[src/jkv_pkg.sv]
// ----------------------------------------------------------------------------
// jkv_pkg
// shared types and constants of the json key/value extractor
// ----------------------------------------------------------------------------
`default_nettype none

package jkv_pkg;

   localparam int MAX_KEY_CHARS   = 16;
   localparam int MAX_HELD_SPACES = 63;
   localparam int WIN_LEN         = MAX_KEY_CHARS + 2;
   localparam int KEY_BITS        = 8 * MAX_KEY_CHARS;
   localparam int KLEN_W          = $clog2(MAX_KEY_CHARS + 1);
   localparam int KIDX_W          = (MAX_KEY_CHARS > 1) ? $clog2(MAX_KEY_CHARS) : 1;
   localparam int SUM_W           = $clog2(WIN_LEN + MAX_KEY_CHARS + 1);
   localparam int HOLD_CW         = $clog2(MAX_HELD_SPACES + 1);
   localparam int CSR_DATA_W      = 64;
   localparam int CSR_INDEX_W     = 2;

   localparam logic [7:0] CH_QUOTE  = 8'h22;
   localparam logic [7:0] CH_COLON  = 8'h3A;
   localparam logic [7:0] CH_SPACE  = 8'h20;
   localparam logic [7:0] CH_TAB    = 8'h09;
   localparam logic [7:0] CH_LF     = 8'h0A;
   localparam logic [7:0] CH_CR     = 8'h0D;
   localparam logic [7:0] CH_COMMA  = 8'h2C;
   localparam logic [7:0] CH_RBRACE = 8'h7D;

   typedef enum logic [CSR_INDEX_W-1:0] {
      CSR_KEY_LOW  = 2'd0,
      CSR_KEY_HIGH = 2'd1,
      CSR_KEY_LEN  = 2'd2
   } csr_index_type;

   typedef enum logic [2:0] {
      OC_OK        = 3'd0,
      OC_NO_KEY    = 3'd1,
      OC_NO_COLON  = 3'd2,
      OC_NO_VALUE  = 3'd3,
      OC_UNTERM    = 3'd4
   } outcome_type;

   typedef struct packed {
      logic [7:0] body_byte;
      logic       body_end;
   } req_type;

   typedef struct packed {
      logic [7:0]  value_char;
      logic        char_valid;
      logic        finished;
      outcome_type outcome;
   } rsp_type;

endpackage

`default_nettype wire

[src/jkv_window_cell.sv]
// ----------------------------------------------------------------------------
// jkv_window_cell
// one byte of the key search window with its own pattern compare
// ----------------------------------------------------------------------------
`default_nettype none

module jkv_window_cell import jkv_pkg::*; (
   input  wire logic       clock,
   input  wire logic       reset,
   input  wire logic       shift,
   input  wire logic       clear,
   input  wire logic [7:0] neighbour_byte,
   input  wire logic [7:0] expect_byte,
   input  wire logic       care,
   output logic [7:0]      byte_out,
   output logic            hit
);

   logic [7:0] byte_ff;
   logic [7:0] byte_in;

   // the byte arriving from the neighbour is what this cell holds after the shift
   assign hit      = !care || (neighbour_byte == expect_byte);
   assign byte_out = byte_ff;

   always_comb begin
      byte_in = byte_ff;
      if (clear) begin
         byte_in = 8'h00;
      end else if (shift) begin
         byte_in = neighbour_byte;
      end
   end

   always_ff @(posedge clock) begin
      if (reset) begin
         byte_ff <= 8'h00;
      end else begin
         byte_ff <= byte_in;
      end
   end

endmodule

`default_nettype wire

[src/jkv_hold_cell.sv]
// ----------------------------------------------------------------------------
// jkv_hold_cell
// one held white space character of a raw value, tab or space
// ----------------------------------------------------------------------------
`default_nettype none

module jkv_hold_cell import jkv_pkg::*; (
   input  wire logic clock,
   input  wire logic push,
   input  wire logic sel,
   input  wire logic push_tab,
   input  wire logic pop,
   input  wire logic next_in,
   output logic      is_tab
);

   logic tab_ff;
   logic tab_in;

   assign is_tab = tab_ff;

   // push writes the tail cell only, pop moves the whole row one place down
   always_comb begin
      tab_in = tab_ff;
      if (push && sel) begin
         tab_in = push_tab;
      end else if (pop) begin
         tab_in = next_in;
      end
   end

   always_ff @(posedge clock) begin
      tab_ff <= tab_in;
   end

endmodule

`default_nettype wire

[src/jkv_out_stage.sv]
// ----------------------------------------------------------------------------
// jkv_out_stage
// two-deep result buffer between the parser and the result channel
// ----------------------------------------------------------------------------
`default_nettype none

module jkv_out_stage import jkv_pkg::*; (
   input  wire logic    clock,
   input  wire logic    reset,
   input  wire logic    push,
   input  wire rsp_type push_data,
   output logic         full,
   output logic         rsp_valid,
   input  wire logic    rsp_stall,
   output rsp_type      rsp_data
);

   logic    main_valid_ff, main_valid_in;
   logic    skid_valid_ff, skid_valid_in;
   rsp_type main_ff, main_in;
   rsp_type skid_ff, skid_in;
   logic    take;

   assign take      = main_valid_ff && !rsp_stall;
   assign full      = skid_valid_ff;
   assign rsp_valid = main_valid_ff;
   assign rsp_data  = main_ff;

   always_comb begin
      main_valid_in = main_valid_ff;
      skid_valid_in = skid_valid_ff;
      main_in       = main_ff;
      skid_in       = skid_ff;
      if (skid_valid_ff) begin
         if (take) begin
            main_in       = skid_ff;
            skid_valid_in = 1'b0;
         end
      end else if (push) begin
         if (!main_valid_ff || take) begin
            main_in       = push_data;
            main_valid_in = 1'b1;
         end else begin
            skid_in       = push_data;
            skid_valid_in = 1'b1;
         end
      end else if (take) begin
         main_valid_in = 1'b0;
      end
   end

   always_ff @(posedge clock) begin
      if (reset) begin
         main_valid_ff <= 1'b0;
         skid_valid_ff <= 1'b0;
      end else begin
         main_valid_ff <= main_valid_in;
         skid_valid_ff <= skid_valid_in;
      end
      main_ff <= main_in;
      skid_ff <= skid_in;
   end

endmodule

`default_nettype wire

[src/json_key_value_extractor.sv]
// ----------------------------------------------------------------------------
// json_key_value_extractor
// streams the value of one configured key out of a json body
// ----------------------------------------------------------------------------
// The block takes one body byte per clock and looks for the configured key
// in double quotes through a row of window cells that shift in every search
// byte and each compare their incoming byte. After the key it waits for a colon,
// skips white space and streams the value: a quoted value up to its closing
// quote, a raw value up to a comma, closing brace, CR, LF or the body end.
// Spaces and tabs inside a raw value are held in a row of hold cells and are
// only sent out once a further value character follows, so trailing white
// space is dropped; more than 63 held characters saturate. Every body ends
// with one result marked finished that carries the outcome; on an error
// outcome the characters already streamed are to be thrown away. A byte is
// taken every cycle except while held white space is flushed or results back
// up on rsp_stall: a value character that follows held characters keeps
// req_stall high while the hold row empties, one flushed result per held
// character and one for the value character itself.
// Results are registered before rsp_valid; a two-deep output buffer keeps
// the input open while a result waits on rsp_stall. The key registers
// are to be written through the csr port while the block is idle (unenforced).
// ----------------------------------------------------------------------------
`default_nettype none

module json_key_value_extractor import jkv_pkg::*; (
   input  wire logic                   clock,
   input  wire logic                   reset,
   // body byte channel
   input  wire logic                   req_valid,
   output logic                        req_stall,
   input  wire req_type                req_data,
   // result channel
   output logic                        rsp_valid,
   input  wire logic                   rsp_stall,
   output rsp_type                     rsp_data,
   // key configuration
   input  wire logic                   csr_write,
   input  wire logic [CSR_INDEX_W-1:0] csr_index,
   input  wire logic [CSR_DATA_W-1:0]  csr_data
);

   typedef enum logic [5:0] {
      PH_SEARCH = 6'b000001,
      PH_COLON  = 6'b000010,
      PH_SKIP   = 6'b000100,
      PH_QUOTED = 6'b001000,
      PH_RAW    = 6'b010000,
      PH_FLUSH  = 6'b100000
   } phase_type;

   // key registers
   logic [CSR_DATA_W-1:0] key_lo_ff;
   logic [CSR_DATA_W-1:0] key_hi_ff;
   logic [KLEN_W-1:0]     key_len_ff;

   // parser state
   phase_type          phase_ff, phase_in;
   logic [HOLD_CW-1:0] count_ff, count_in;
   logic [7:0]         pend_char_ff, pend_char_in;
   logic               pend_end_ff, pend_end_in;

   // cell rows
   logic [7:0]               win_byte  [WIN_LEN];
   logic [7:0]               win_exp   [WIN_LEN];
   logic [WIN_LEN-1:0]       win_care;
   logic [WIN_LEN-1:0]       win_hit;
   logic [MAX_HELD_SPACES-1:0] hold_tab;
   logic [KEY_BITS-1:0]      key_all;
   logic [KLEN_W-1:0]        klen;
   logic                     key_hit;

   // control
   logic       accept;
   logic       out_full;
   logic       emit;
   rsp_type    emit_data;
   logic       body_rst;
   logic       win_shift;
   logic       hold_push;
   logic       hold_pop;
   logic       raw_go;
   logic [7:0] b;
   logic       b_end;
   logic       is_ws;
   logic       is_blank;
   logic       is_term;

   // ------------------------------------------------------------------------
   // configuration registers
   // ------------------------------------------------------------------------
   always_ff @(posedge clock) begin
      if (reset) begin
         key_lo_ff  <= '0;
         key_hi_ff  <= '0;
         key_len_ff <= '0;
      end else if (csr_write) begin
         unique case (csr_index)
            CSR_KEY_LOW:  key_lo_ff  <= csr_data;
            CSR_KEY_HIGH: key_hi_ff  <= csr_data;
            CSR_KEY_LEN:  key_len_ff <= csr_data[KLEN_W-1:0];
            default: ;
         endcase
      end
   end

   // lengths above MAX_KEY_CHARS count as the full key
   assign klen    = (key_len_ff > KLEN_W'(MAX_KEY_CHARS)) ? KLEN_W'(MAX_KEY_CHARS)
                                                          : key_len_ff;
   assign key_all = KEY_BITS'({key_hi_ff, key_lo_ff});

   // ------------------------------------------------------------------------
   // search window: quote, key characters, quote, aligned to the newest end
   // ------------------------------------------------------------------------
   for (genvar j = 0; j < WIN_LEN; j++) begin : g_win
      logic [SUM_W-1:0]  pos_sum;
      logic [KIDX_W-1:0] kidx;
      logic              quote_here;
      logic [7:0]        neighbour;

      assign pos_sum     = SUM_W'(j) + SUM_W'(klen);
      assign win_care[j] = pos_sum >= SUM_W'(MAX_KEY_CHARS);
      assign quote_here  = (pos_sum == SUM_W'(MAX_KEY_CHARS)) || (j == WIN_LEN - 1);
      assign kidx        = KIDX_W'(pos_sum - SUM_W'(MAX_KEY_CHARS + 1));
      assign win_exp[j]  = quote_here ? CH_QUOTE : key_all[{kidx, 3'b000} +: 8];

      if (j == WIN_LEN - 1) begin : g_tail
         assign neighbour = b;
      end else begin : g_body
         assign neighbour = win_byte[j+1];
      end

      jkv_window_cell u_cell (
         .clock          (clock),
         .reset          (reset),
         .shift          (win_shift),
         .clear          (body_rst),
         .neighbour_byte (neighbour),
         .expect_byte    (win_exp[j]),
         .care           (win_care[j]),
         .byte_out       (win_byte[j]),
         .hit            (win_hit[j])
      );
   end

   assign key_hit = &win_hit;

   // ------------------------------------------------------------------------
   // hold row: held spaces and tabs of a raw value, oldest in cell 0
   // ------------------------------------------------------------------------
   for (genvar i = 0; i < MAX_HELD_SPACES; i++) begin : g_hold
      logic next_tab;
      if (i == MAX_HELD_SPACES - 1) begin : g_last
         assign next_tab = 1'b0;
      end else begin : g_mid
         assign next_tab = hold_tab[i+1];
      end

      jkv_hold_cell u_cell (
         .clock    (clock),
         .push     (hold_push),
         .sel      (count_ff == HOLD_CW'(i)),
         .push_tab (b == CH_TAB),
         .pop      (hold_pop),
         .next_in  (next_tab),
         .is_tab   (hold_tab[i])
      );
   end

   // ------------------------------------------------------------------------
   // byte classes
   // ------------------------------------------------------------------------
   assign b        = req_data.body_byte;
   assign b_end    = req_data.body_end;
   assign is_blank = (b == CH_SPACE) || (b == CH_TAB);
   assign is_ws    = is_blank || (b == CH_LF) || (b == CH_CR);
   assign is_term  = (b == CH_COMMA) || (b == CH_RBRACE) || (b == CH_LF) || (b == CH_CR);

   // input waits during a flush and while the output buffer is full
   assign req_stall = out_full || (phase_ff == PH_FLUSH);
   assign accept    = req_valid && !req_stall;

   // ------------------------------------------------------------------------
   // parser
   // ------------------------------------------------------------------------
   always_comb begin
      phase_in     = phase_ff;
      count_in     = count_ff;
      pend_char_in = pend_char_ff;
      pend_end_in  = pend_end_ff;
      emit         = 1'b0;
      emit_data    = '0;
      body_rst     = 1'b0;
      win_shift    = 1'b0;
      hold_push    = 1'b0;
      hold_pop     = 1'b0;
      raw_go       = 1'b0;

      if (phase_ff == PH_FLUSH) begin
         if (!out_full) begin
            emit                 = 1'b1;
            emit_data.char_valid = 1'b1;
            if (count_ff != '0) begin
               // oldest held character first
               emit_data.value_char = hold_tab[0] ? CH_TAB : CH_SPACE;
               hold_pop             = 1'b1;
               count_in             = count_ff - HOLD_CW'(1);
            end else begin
               emit_data.value_char = pend_char_ff;
               emit_data.finished   = pend_end_ff;
               emit_data.outcome    = OC_OK;
               if (pend_end_ff) begin
                  body_rst = 1'b1;
               end else begin
                  phase_in = PH_RAW;
               end
            end
         end
      end else if (accept) begin
         unique case (phase_ff)
            PH_SEARCH: begin
               win_shift = 1'b1;
               if (key_hit) begin
                  phase_in = PH_COLON;
               end
               if (b_end) begin
                  emit               = 1'b1;
                  emit_data.finished = 1'b1;
                  emit_data.outcome  = key_hit ? OC_NO_COLON : OC_NO_KEY;
                  body_rst           = 1'b1;
               end
            end
            PH_COLON: begin
               if (b == CH_COLON) begin
                  phase_in = PH_SKIP;
               end
               if (b_end) begin
                  emit               = 1'b1;
                  emit_data.finished = 1'b1;
                  emit_data.outcome  = (b == CH_COLON) ? OC_NO_VALUE : OC_NO_COLON;
                  body_rst           = 1'b1;
               end
            end
            PH_SKIP: begin
               if (is_ws) begin
                  if (b_end) begin
                     emit               = 1'b1;
                     emit_data.finished = 1'b1;
                     emit_data.outcome  = OC_NO_VALUE;
                     body_rst           = 1'b1;
                  end
               end else if (b == CH_QUOTE) begin
                  phase_in = PH_QUOTED;
                  if (b_end) begin
                     emit               = 1'b1;
                     emit_data.finished = 1'b1;
                     emit_data.outcome  = OC_UNTERM;
                     body_rst           = 1'b1;
                  end
               end else begin
                  raw_go = 1'b1;
               end
            end
            PH_QUOTED: begin
               emit = 1'b1;
               if (b == CH_QUOTE) begin
                  emit_data.finished = 1'b1;
                  emit_data.outcome  = OC_OK;
                  body_rst           = 1'b1;
               end else begin
                  emit_data.value_char = b;
                  emit_data.char_valid = 1'b1;
                  if (b_end) begin
                     emit_data.finished = 1'b1;
                     emit_data.outcome  = OC_UNTERM;
                     body_rst           = 1'b1;
                  end
               end
            end
            PH_RAW: begin
               raw_go = 1'b1;
            end
            default: ;
         endcase

         // raw value byte, also the first one straight out of white space skip
         if (raw_go) begin
            phase_in = PH_RAW;
            if (is_term) begin
               emit               = 1'b1;
               emit_data.finished = 1'b1;
               emit_data.outcome  = OC_OK;
               body_rst           = 1'b1;
            end else if (is_blank) begin
               if (count_ff != HOLD_CW'(MAX_HELD_SPACES)) begin
                  hold_push = 1'b1;
                  count_in  = count_ff + HOLD_CW'(1);
               end
               if (b_end) begin
                  emit               = 1'b1;
                  emit_data.finished = 1'b1;
                  emit_data.outcome  = OC_OK;
                  body_rst           = 1'b1;
               end
            end else if (count_ff == '0) begin
               emit                 = 1'b1;
               emit_data.value_char = b;
               emit_data.char_valid = 1'b1;
               emit_data.finished   = b_end;
               emit_data.outcome    = OC_OK;
               body_rst             = b_end;
            end else begin
               // held white space goes out before this character
               phase_in     = PH_FLUSH;
               pend_char_in = b;
               pend_end_in  = b_end;
            end
         end
      end

      // end of a body result: back to a clean search
      if (body_rst) begin
         phase_in = PH_SEARCH;
         count_in = '0;
      end
   end

   always_ff @(posedge clock) begin
      if (reset) begin
         phase_ff <= PH_SEARCH;
         count_ff <= '0;
      end else begin
         phase_ff <= phase_in;
         count_ff <= count_in;
      end
      pend_char_ff <= pend_char_in;
      pend_end_ff  <= pend_end_in;
   end

   // ------------------------------------------------------------------------
   // result buffer
   // ------------------------------------------------------------------------
   jkv_out_stage u_out (
      .clock     (clock),
      .reset     (reset),
      .push      (emit),
      .push_data (emit_data),
      .full      (out_full),
      .rsp_valid (rsp_valid),
      .rsp_stall (rsp_stall),
      .rsp_data  (rsp_data)
   );

`ifndef SYNTHESIS
   // a result that is not final carries no outcome
   a_outcome_only_final: assert property (@(posedge clock) disable iff (reset)
      rsp_valid && !rsp_data.finished |-> rsp_data.outcome == OC_OK)
      else $error("outcome set on a result that is not final");

   // the character field is clear unless it holds a character
   a_char_clear: assert property (@(posedge clock) disable iff (reset)
      rsp_valid && !rsp_data.char_valid |-> rsp_data.value_char == 8'h00)
      else $error("value_char set without char_valid");

   // held white space exists only inside a raw value
   a_hold_only_raw: assert property (@(posedge clock) disable iff (reset)
      phase_ff != PH_RAW && phase_ff != PH_FLUSH |-> count_ff == '0)
      else $error("held characters outside a raw value");

   // a final result always leaves the parser searching again
   a_final_rearms: assert property (@(posedge clock) disable iff (reset)
      emit && emit_data.finished |=> phase_ff == PH_SEARCH && count_ff == '0)
      else $error("parser not rearmed after a final result");
`endif

endmodule

`default_nettype wire
[config.mk]
export PLATFORM = sky130hd
export DESIGN_NAME = json_key_value_extractor
export DESIGN_NICKNAME = d
export VERILOG_FILES = /design/src/jkv_pkg.sv /design/src/jkv_window_cell.sv /design/src/jkv_hold_cell.sv /design/src/jkv_out_stage.sv /design/src/json_key_value_extractor.sv
export SDC_FILE = /design/constraint.sdc
export NUM_CORES = 1
export LEC_CHECK = 0
export BUFFER_PORTS_ARGS = -buffer_cell sky130_fd_sc_hd__buf_4
export CORE_MARGIN = 5
export CORE_UTILIZATION = 60
export DETAILED_ROUTE_END_ITERATION = 10
export PLACE_DENSITY = 0.8
export SETUP_SLACK_MARGIN = 0.15
export SYNTH_ARGS = -nofsm -noshare
export SYNTH_HDL_FRONTEND = slang
export SYNTH_HIERARCHICAL = 1
export SYNTH_SLANG_ARGS = --single-unit
[constraint.sdc]
create_clock -name clock -period 12.3 [get_ports clock]
set_input_delay 1.845 -clock clock [delete_from_list [all_inputs] [get_ports clock]]
set_output_delay 1.845 -clock clock [all_outputs]
set_load 0.05 [all_outputs]
==> Word level (Yosys, flattened, before mapping) <==
Cells that the tools add are included.
{ "word_totals": {"register_bits": 381, "in_bits": 80} }
{ "op_classes": {"eq_ne": 124, "n_reduce_logical": 198, "n_bitwise": 6, "order_cmp": 19, "shifts": 17, "n_mux": 242, "add_sub_neg": 36} }
{ "ops": {"columns": ["op", "count"], "rows": [
  ["variable part select 128 x 8 -> 8 bit", 17],
  ["equality test 6 x 5 -> 1 bit (second input constant)", 33],
  ["equality test 6 bit (second input constant)", 32],
  ["two-way mux 1 bit", 172],
  ["two-way mux 8 bit", 18],
  ["nonzero test 2 bit", 70],
  ["equality test 8 bit", 17],
  ["two-way mux 6 bit", 22],
  ["two-way mux 13 bit", 8],
  ["greater-or-equal comparator 6 x 5 -> 1 bit (second input constant)", 17],
  ["subtractor 4 x 1 -> 4 bit (second input constant)", 17],
  ["logical AND 1 bit", 65],
  ["equality test 6 x 4 -> 1 bit (second input constant)", 9],
  ["adder 4 x 5 -> 6 bit (first input constant)", 8],
  ["two-way mux 4 bit", 11],
  ["two-way mux 9 bit", 4],
  ["equality test 8 x 6 -> 1 bit (second input constant)", 4],
  ["equality test 6 x 3 -> 1 bit (second input constant)", 5],
  ["logical OR 1 bit", 26],
  ["adder 3 x 5 -> 6 bit (first input constant)", 4],
  ["equality test 8 x 4 -> 1 bit (second input constant)", 3],
  ["logical NOT 1 bit", 21],
  ["equality test 6 x 2 -> 1 bit (second input constant)", 3],
  ["one-hot mux 6 bit (3 select lines)", 1],
  ["33 further kinds", 55]
]} }

==> Longest topological paths before layout <==
{ "logic_depth": {"depth_word": 21, "mapped_depth": 24, "ltp_nobuf": 19} }

==> Cells and area by module <==
Netlist, hierarchy kept.
{ "by_module_without_submodules": {"columns": ["mod", "seq_area_each_um2", "cells_each", "instances", "area_per_inst_um2"], "rows": [
  ["json_key_value_extractor", 3173.0, 1745, 1, 14281.2],
  ["jkv_window_cell", 160.2, 38, 18, 382.9],
  ["jkv_hold_cell", 30.0, 4, 63, 55.1],
  ["jkv_out_stage", 820.8, 53, 1, 1076.0]
]} }

==> Least setup slack after synthesis <==
OpenSTA, ideal clock, no wires.
{ "synth_path": {"path_kind": "input -> register", "start": "in req_data[1] in the netlist's numbering", "end": "reg g_hold[0].u_cell.tab_ff, data pin", "n_path_buf": 1, "required_time_ps": 12038, "setup_time_ps": 262, "stages": 8, "arrival_time_ps": 6670, "slack_ps": 5368, "cell_sequence": "buf_2 -> nor2b_1 -> a21o_1 -> a311oi_1 -> nand2_2 -> nor3_1 -> nand2_1 -> mux2_4"} }
{ "synth_between": {"elab_chain_cells": 13, "word_cells_on_any_way": 25, "cone_classes": "eq/ne (7); mux (11); reduce/logical (7)"} }
{ "synth_rtl": {"columns": ["element", "line", "rtl"], "rows": [
  ["start, declared", "json_key_value_extractor.sv:31", "input wire req_type req_data,"],
  ["equality test 8 x 6 -> 1 bit / equality test 8 x 4 -> 1 bit (equally long branches)", "json_key_value_extractor.sv:174", "assign is_blank = (b == CH_SPACE) || (b == CH_TAB);"],
  ["logical OR 1 bit", "json_key_value_extractor.sv:174", null],
  ["logical OR 1 bit (2 in a row)", "json_key_value_extractor.sv:175", "assign is_ws = is_blank || (b == CH_LF) || (b == CH_CR);"],
  ["two-way mux 1 bit", "json_key_value_extractor.sv:244", "if (is_ws) begin"],
  ["one-hot mux 1 bit (2 select lines)", "json_key_value_extractor.sv:219", "unique case (phase_ff)"],
  ["two-way mux 1 bit", "json_key_value_extractor.sv:218", "end else if (accept) begin"],
  ["two-way mux 1 bit", "json_key_value_extractor.sv:198", "if (phase_ff == PH_FLUSH) begin"],
  ["two-way mux 1 bit *", "json_key_value_extractor.sv:286", "if (raw_go) begin"],
  ["two-way mux 1 bit *", "json_key_value_extractor.sv:218", null],
  ["two-way mux 1 bit *", "json_key_value_extractor.sv:198", null],
  ["via hold_push", "json_key_value_extractor.sv:79", "logic hold_push;"],
  ["logical AND 1 bit *", "jkv_hold_cell.sv:25", "if (push && sel) begin"],
  ["two-way mux 1 bit *", "jkv_hold_cell.sv:25", null],
  ["via g_hold[0].u_cell.tab_in", "jkv_hold_cell.sv:18", "logic tab_in;"],
  ["end signal, assigned", "jkv_hold_cell.sv:33", "tab_ff <= tab_in;"],
  ["end, declared", "jkv_hold_cell.sv:17", "logic tab_ff;"]
]} }
The timed path passes the listed nets; every way through them passes the cells marked *. The select of a mux whose other input is x is not followed.
A chain may end at the register's enable or synchronous reset.

==> flow_metrics.tcl <==
set metrics [dict create \
    clock-root-buffer "clkbuf_16" \
    core_area_um2 41900 \
    worst_setup_path_start_kind "flop" \
    post-route-min-period_ns 6.65 \
    wl_mm 80.5 \
    finalSetupViolations 0 \
    synthCells 2707 \
    vias_per_cell 6.35 \
    hold_viol 0 \
    row_count 75 \
    crit_arrival_ns 6.98 \
    cts_setup_buffers 0 \
    die_area_um2 46600 \
    drv_cap 0 \
    antenna_found_initial 0 \
    grt_use_total 0.335 \
    cts_tree "done" \
    cts_buffers 40 \
    slew_violations 0 \
    finClkSkew_ns 0.00954 \
    start_util 0.606 \
    layout-drive-gt1-share 0.154 \
    worstMarginPinSlew_ns 1.26 \
    clock-sinks 381 \
    synth_warnings 6 \
    ctsLongestPathBuffers 3 \
    rsz0062_at_grt "no" \
    layout.nets 2802 \
    syn_area_per_cell_um2 9.39 \
    clk_latency_ns 0.58 \
    fmax_ghz 0.150 \
    worstPathMaxFanout 71 \
    clk_pin_slew_ns 0.07 \
    grt_pass1_vias 19600 \
    antenna_left 0 \
    fill_cells 3403 \
    drt_pass1_iterations 6 \
    syn_area_um2 25400 \
    r2r_setup_slack_ns 5.65 \
    die_w_um 216 \
    p_leak_uw 0.0113 \
    ff2ff_path_depth 18 \
    port_buffers 94 \
    diodes 0 \
    design_area_um2 27400 \
    htreeDepth 2 \
    r2r_end "u_out/rsp_data[0]" \
    crit_path_start "key_len_ff[0]" \
    postCtsHoldBufs 0 \
    grt_max_degree 110 \
    finalCritPeriodShare 0.541 \
    place.gp.congestion 1.06 \
    grt_pass1_wl_mm 121 \
    crit_end "u_out/rsp_data[0]" \
    drtIter0Drc 2270 \
    status "finished, final reports clean" \
    ios 95 \
    dpl.hpwl_mm 61.9 \
    power.density_nw_per_um2 111 \
    required_ns 12.63 \
    endpoint_kind "flop" \
    r2r-start "key_len_ff[0]" \
    tns_ns 0 \
    ir_drop_uv 113 \
    holdCritStartpoint "key_lo_ff[26]" \
    wire_per_inst_um 24.6 \
    placed_area_um2 26100 \
    die_y_um 216 \
    grt_overflow 0 \
    fin_util 0.653 \
    cts_resized 0 \
    drc 0 \
    vias 20700 \
    syn_to_final_growth_pct 7.73 \
    worstHoldPathType "flop to flop" \
    critical_path_class "flop to flop" \
    relSlewSlack 0.163 \
]
[worst max-delay path: stages (launching register included)]
cell and delay [ns]:
dfxtp_1 0.38, nand2b_4 0.16, buf_4 0.87, clkinv_2 0.70
ha_1 0.55, xnor2_1 0.17, or3_1 0.39, xnor2_1 0.87
nand2_1 0.11, and3_1 0.24, xnor2_1 0.15, nand4_1 0.10
o21ai_1 0.34, nand4_1 0.14, nor3_1 0.21, nand4_1 0.27
a22oi_1 0.29, a21oi_1 0.13, mux2_4 0.27
[layer usage]
metal,wire length [um],share of wire,up-vias,track usage
li1,-,-,9508,-
met1,30500,0.38,9996,0.417
met2,37900,0.47,1012,0.552
met3,6490,0.081,223,0.0551
met4,5630,0.070,0,0.194
met5,0,0,-,0
[metrics by stage]
| stage | std cells | hold slack [ns] | total power, uW | setup slack, ns |
|---|---|---|---|---|
| after floorplan | 2715 | 0.455 | 1700 | 5.37 |
| after global placement | 3198 | 0.466 | 1810 | 6.01 |
| after detailed placement | 3198 | 0.476 | 1820 | 5.80 |
| after CTS | 3268 | 0.484 | 3040 | 5.80 |
| after global routing | 3268 | 0.505 | 3130 | 5.16 |
| final | 3268 | 0.485 | 3030 | 5.65 |
[area by class of cell]
class,count,area (um2),area share
multi-input cells,2137,15800,0.577
flip-flops and latches,381,8610,0.314
clock buffers,60,1240,0.0453
repair buffers,119,893,0.0326
well taps,539,674,0.0246
inverters,22,88.8,0.00324
clock inverters,10,87.6,0.00320
[how the worst min path moves through the flow]
stage          depth (start not counted)  slack [ns]       endpoint
2_1_floorplan                          2        0.46  key_hi_ff[16]
4_1_cts                                2        0.48  key_lo_ff[36]
5_1_grt                                2        0.51  key_lo_ff[34]
3_5_place_dp                           2        0.48  key_lo_ff[36]
3_3_place_gp                           2        0.47  key_hi_ff[26]
6_report                               2        0.48  key_lo_ff[26]
[power breakdown]
part	internal [uW]	switching, uW	leakage (uW)
logic	200	278	0.00755
clock network	705	526	0.000661
registers	1300	23.3	0.00313
[sequential cells by signal, indices dropped and copies added (netlist names)]
register,flops
g_win.u_cell/byte_out,136
key_hi_ff,64
key_lo_ff,64
g_hold.u_cell/is_tab,63
u_out/rsp_data,13
u_out/skid_ff,13
pend_char_ff,8
count_ff,6
phase_ff,6
key_len_ff,5
pend_end_ff,1
u_out/full,1
u_out/rsp_valid,1
[cell usage in the layout, fill, tap and decap left out, drive strengths merged, types with 6 or more instances in the layout]
cell	instances
nor3	15
nand2	515
xor2	9
clkbuf	60
or3	10
a21oi	161
dfxtp	283
nor2b	28
a211oi	29
nand3	21
mux2	95
and3	61
mux4	96
or2	27
nand2b	74
clkinv	7
mux2i	357
nor2	237
buf	119
o211ai	6
edfxtp	98
and2	30
nand4	53
ha	21
xnor2	167
o21ai	32
inv	25
o22ai	6
conb	10
a21o	7
a31oi	7
Power figures use the tool's default switching activity.
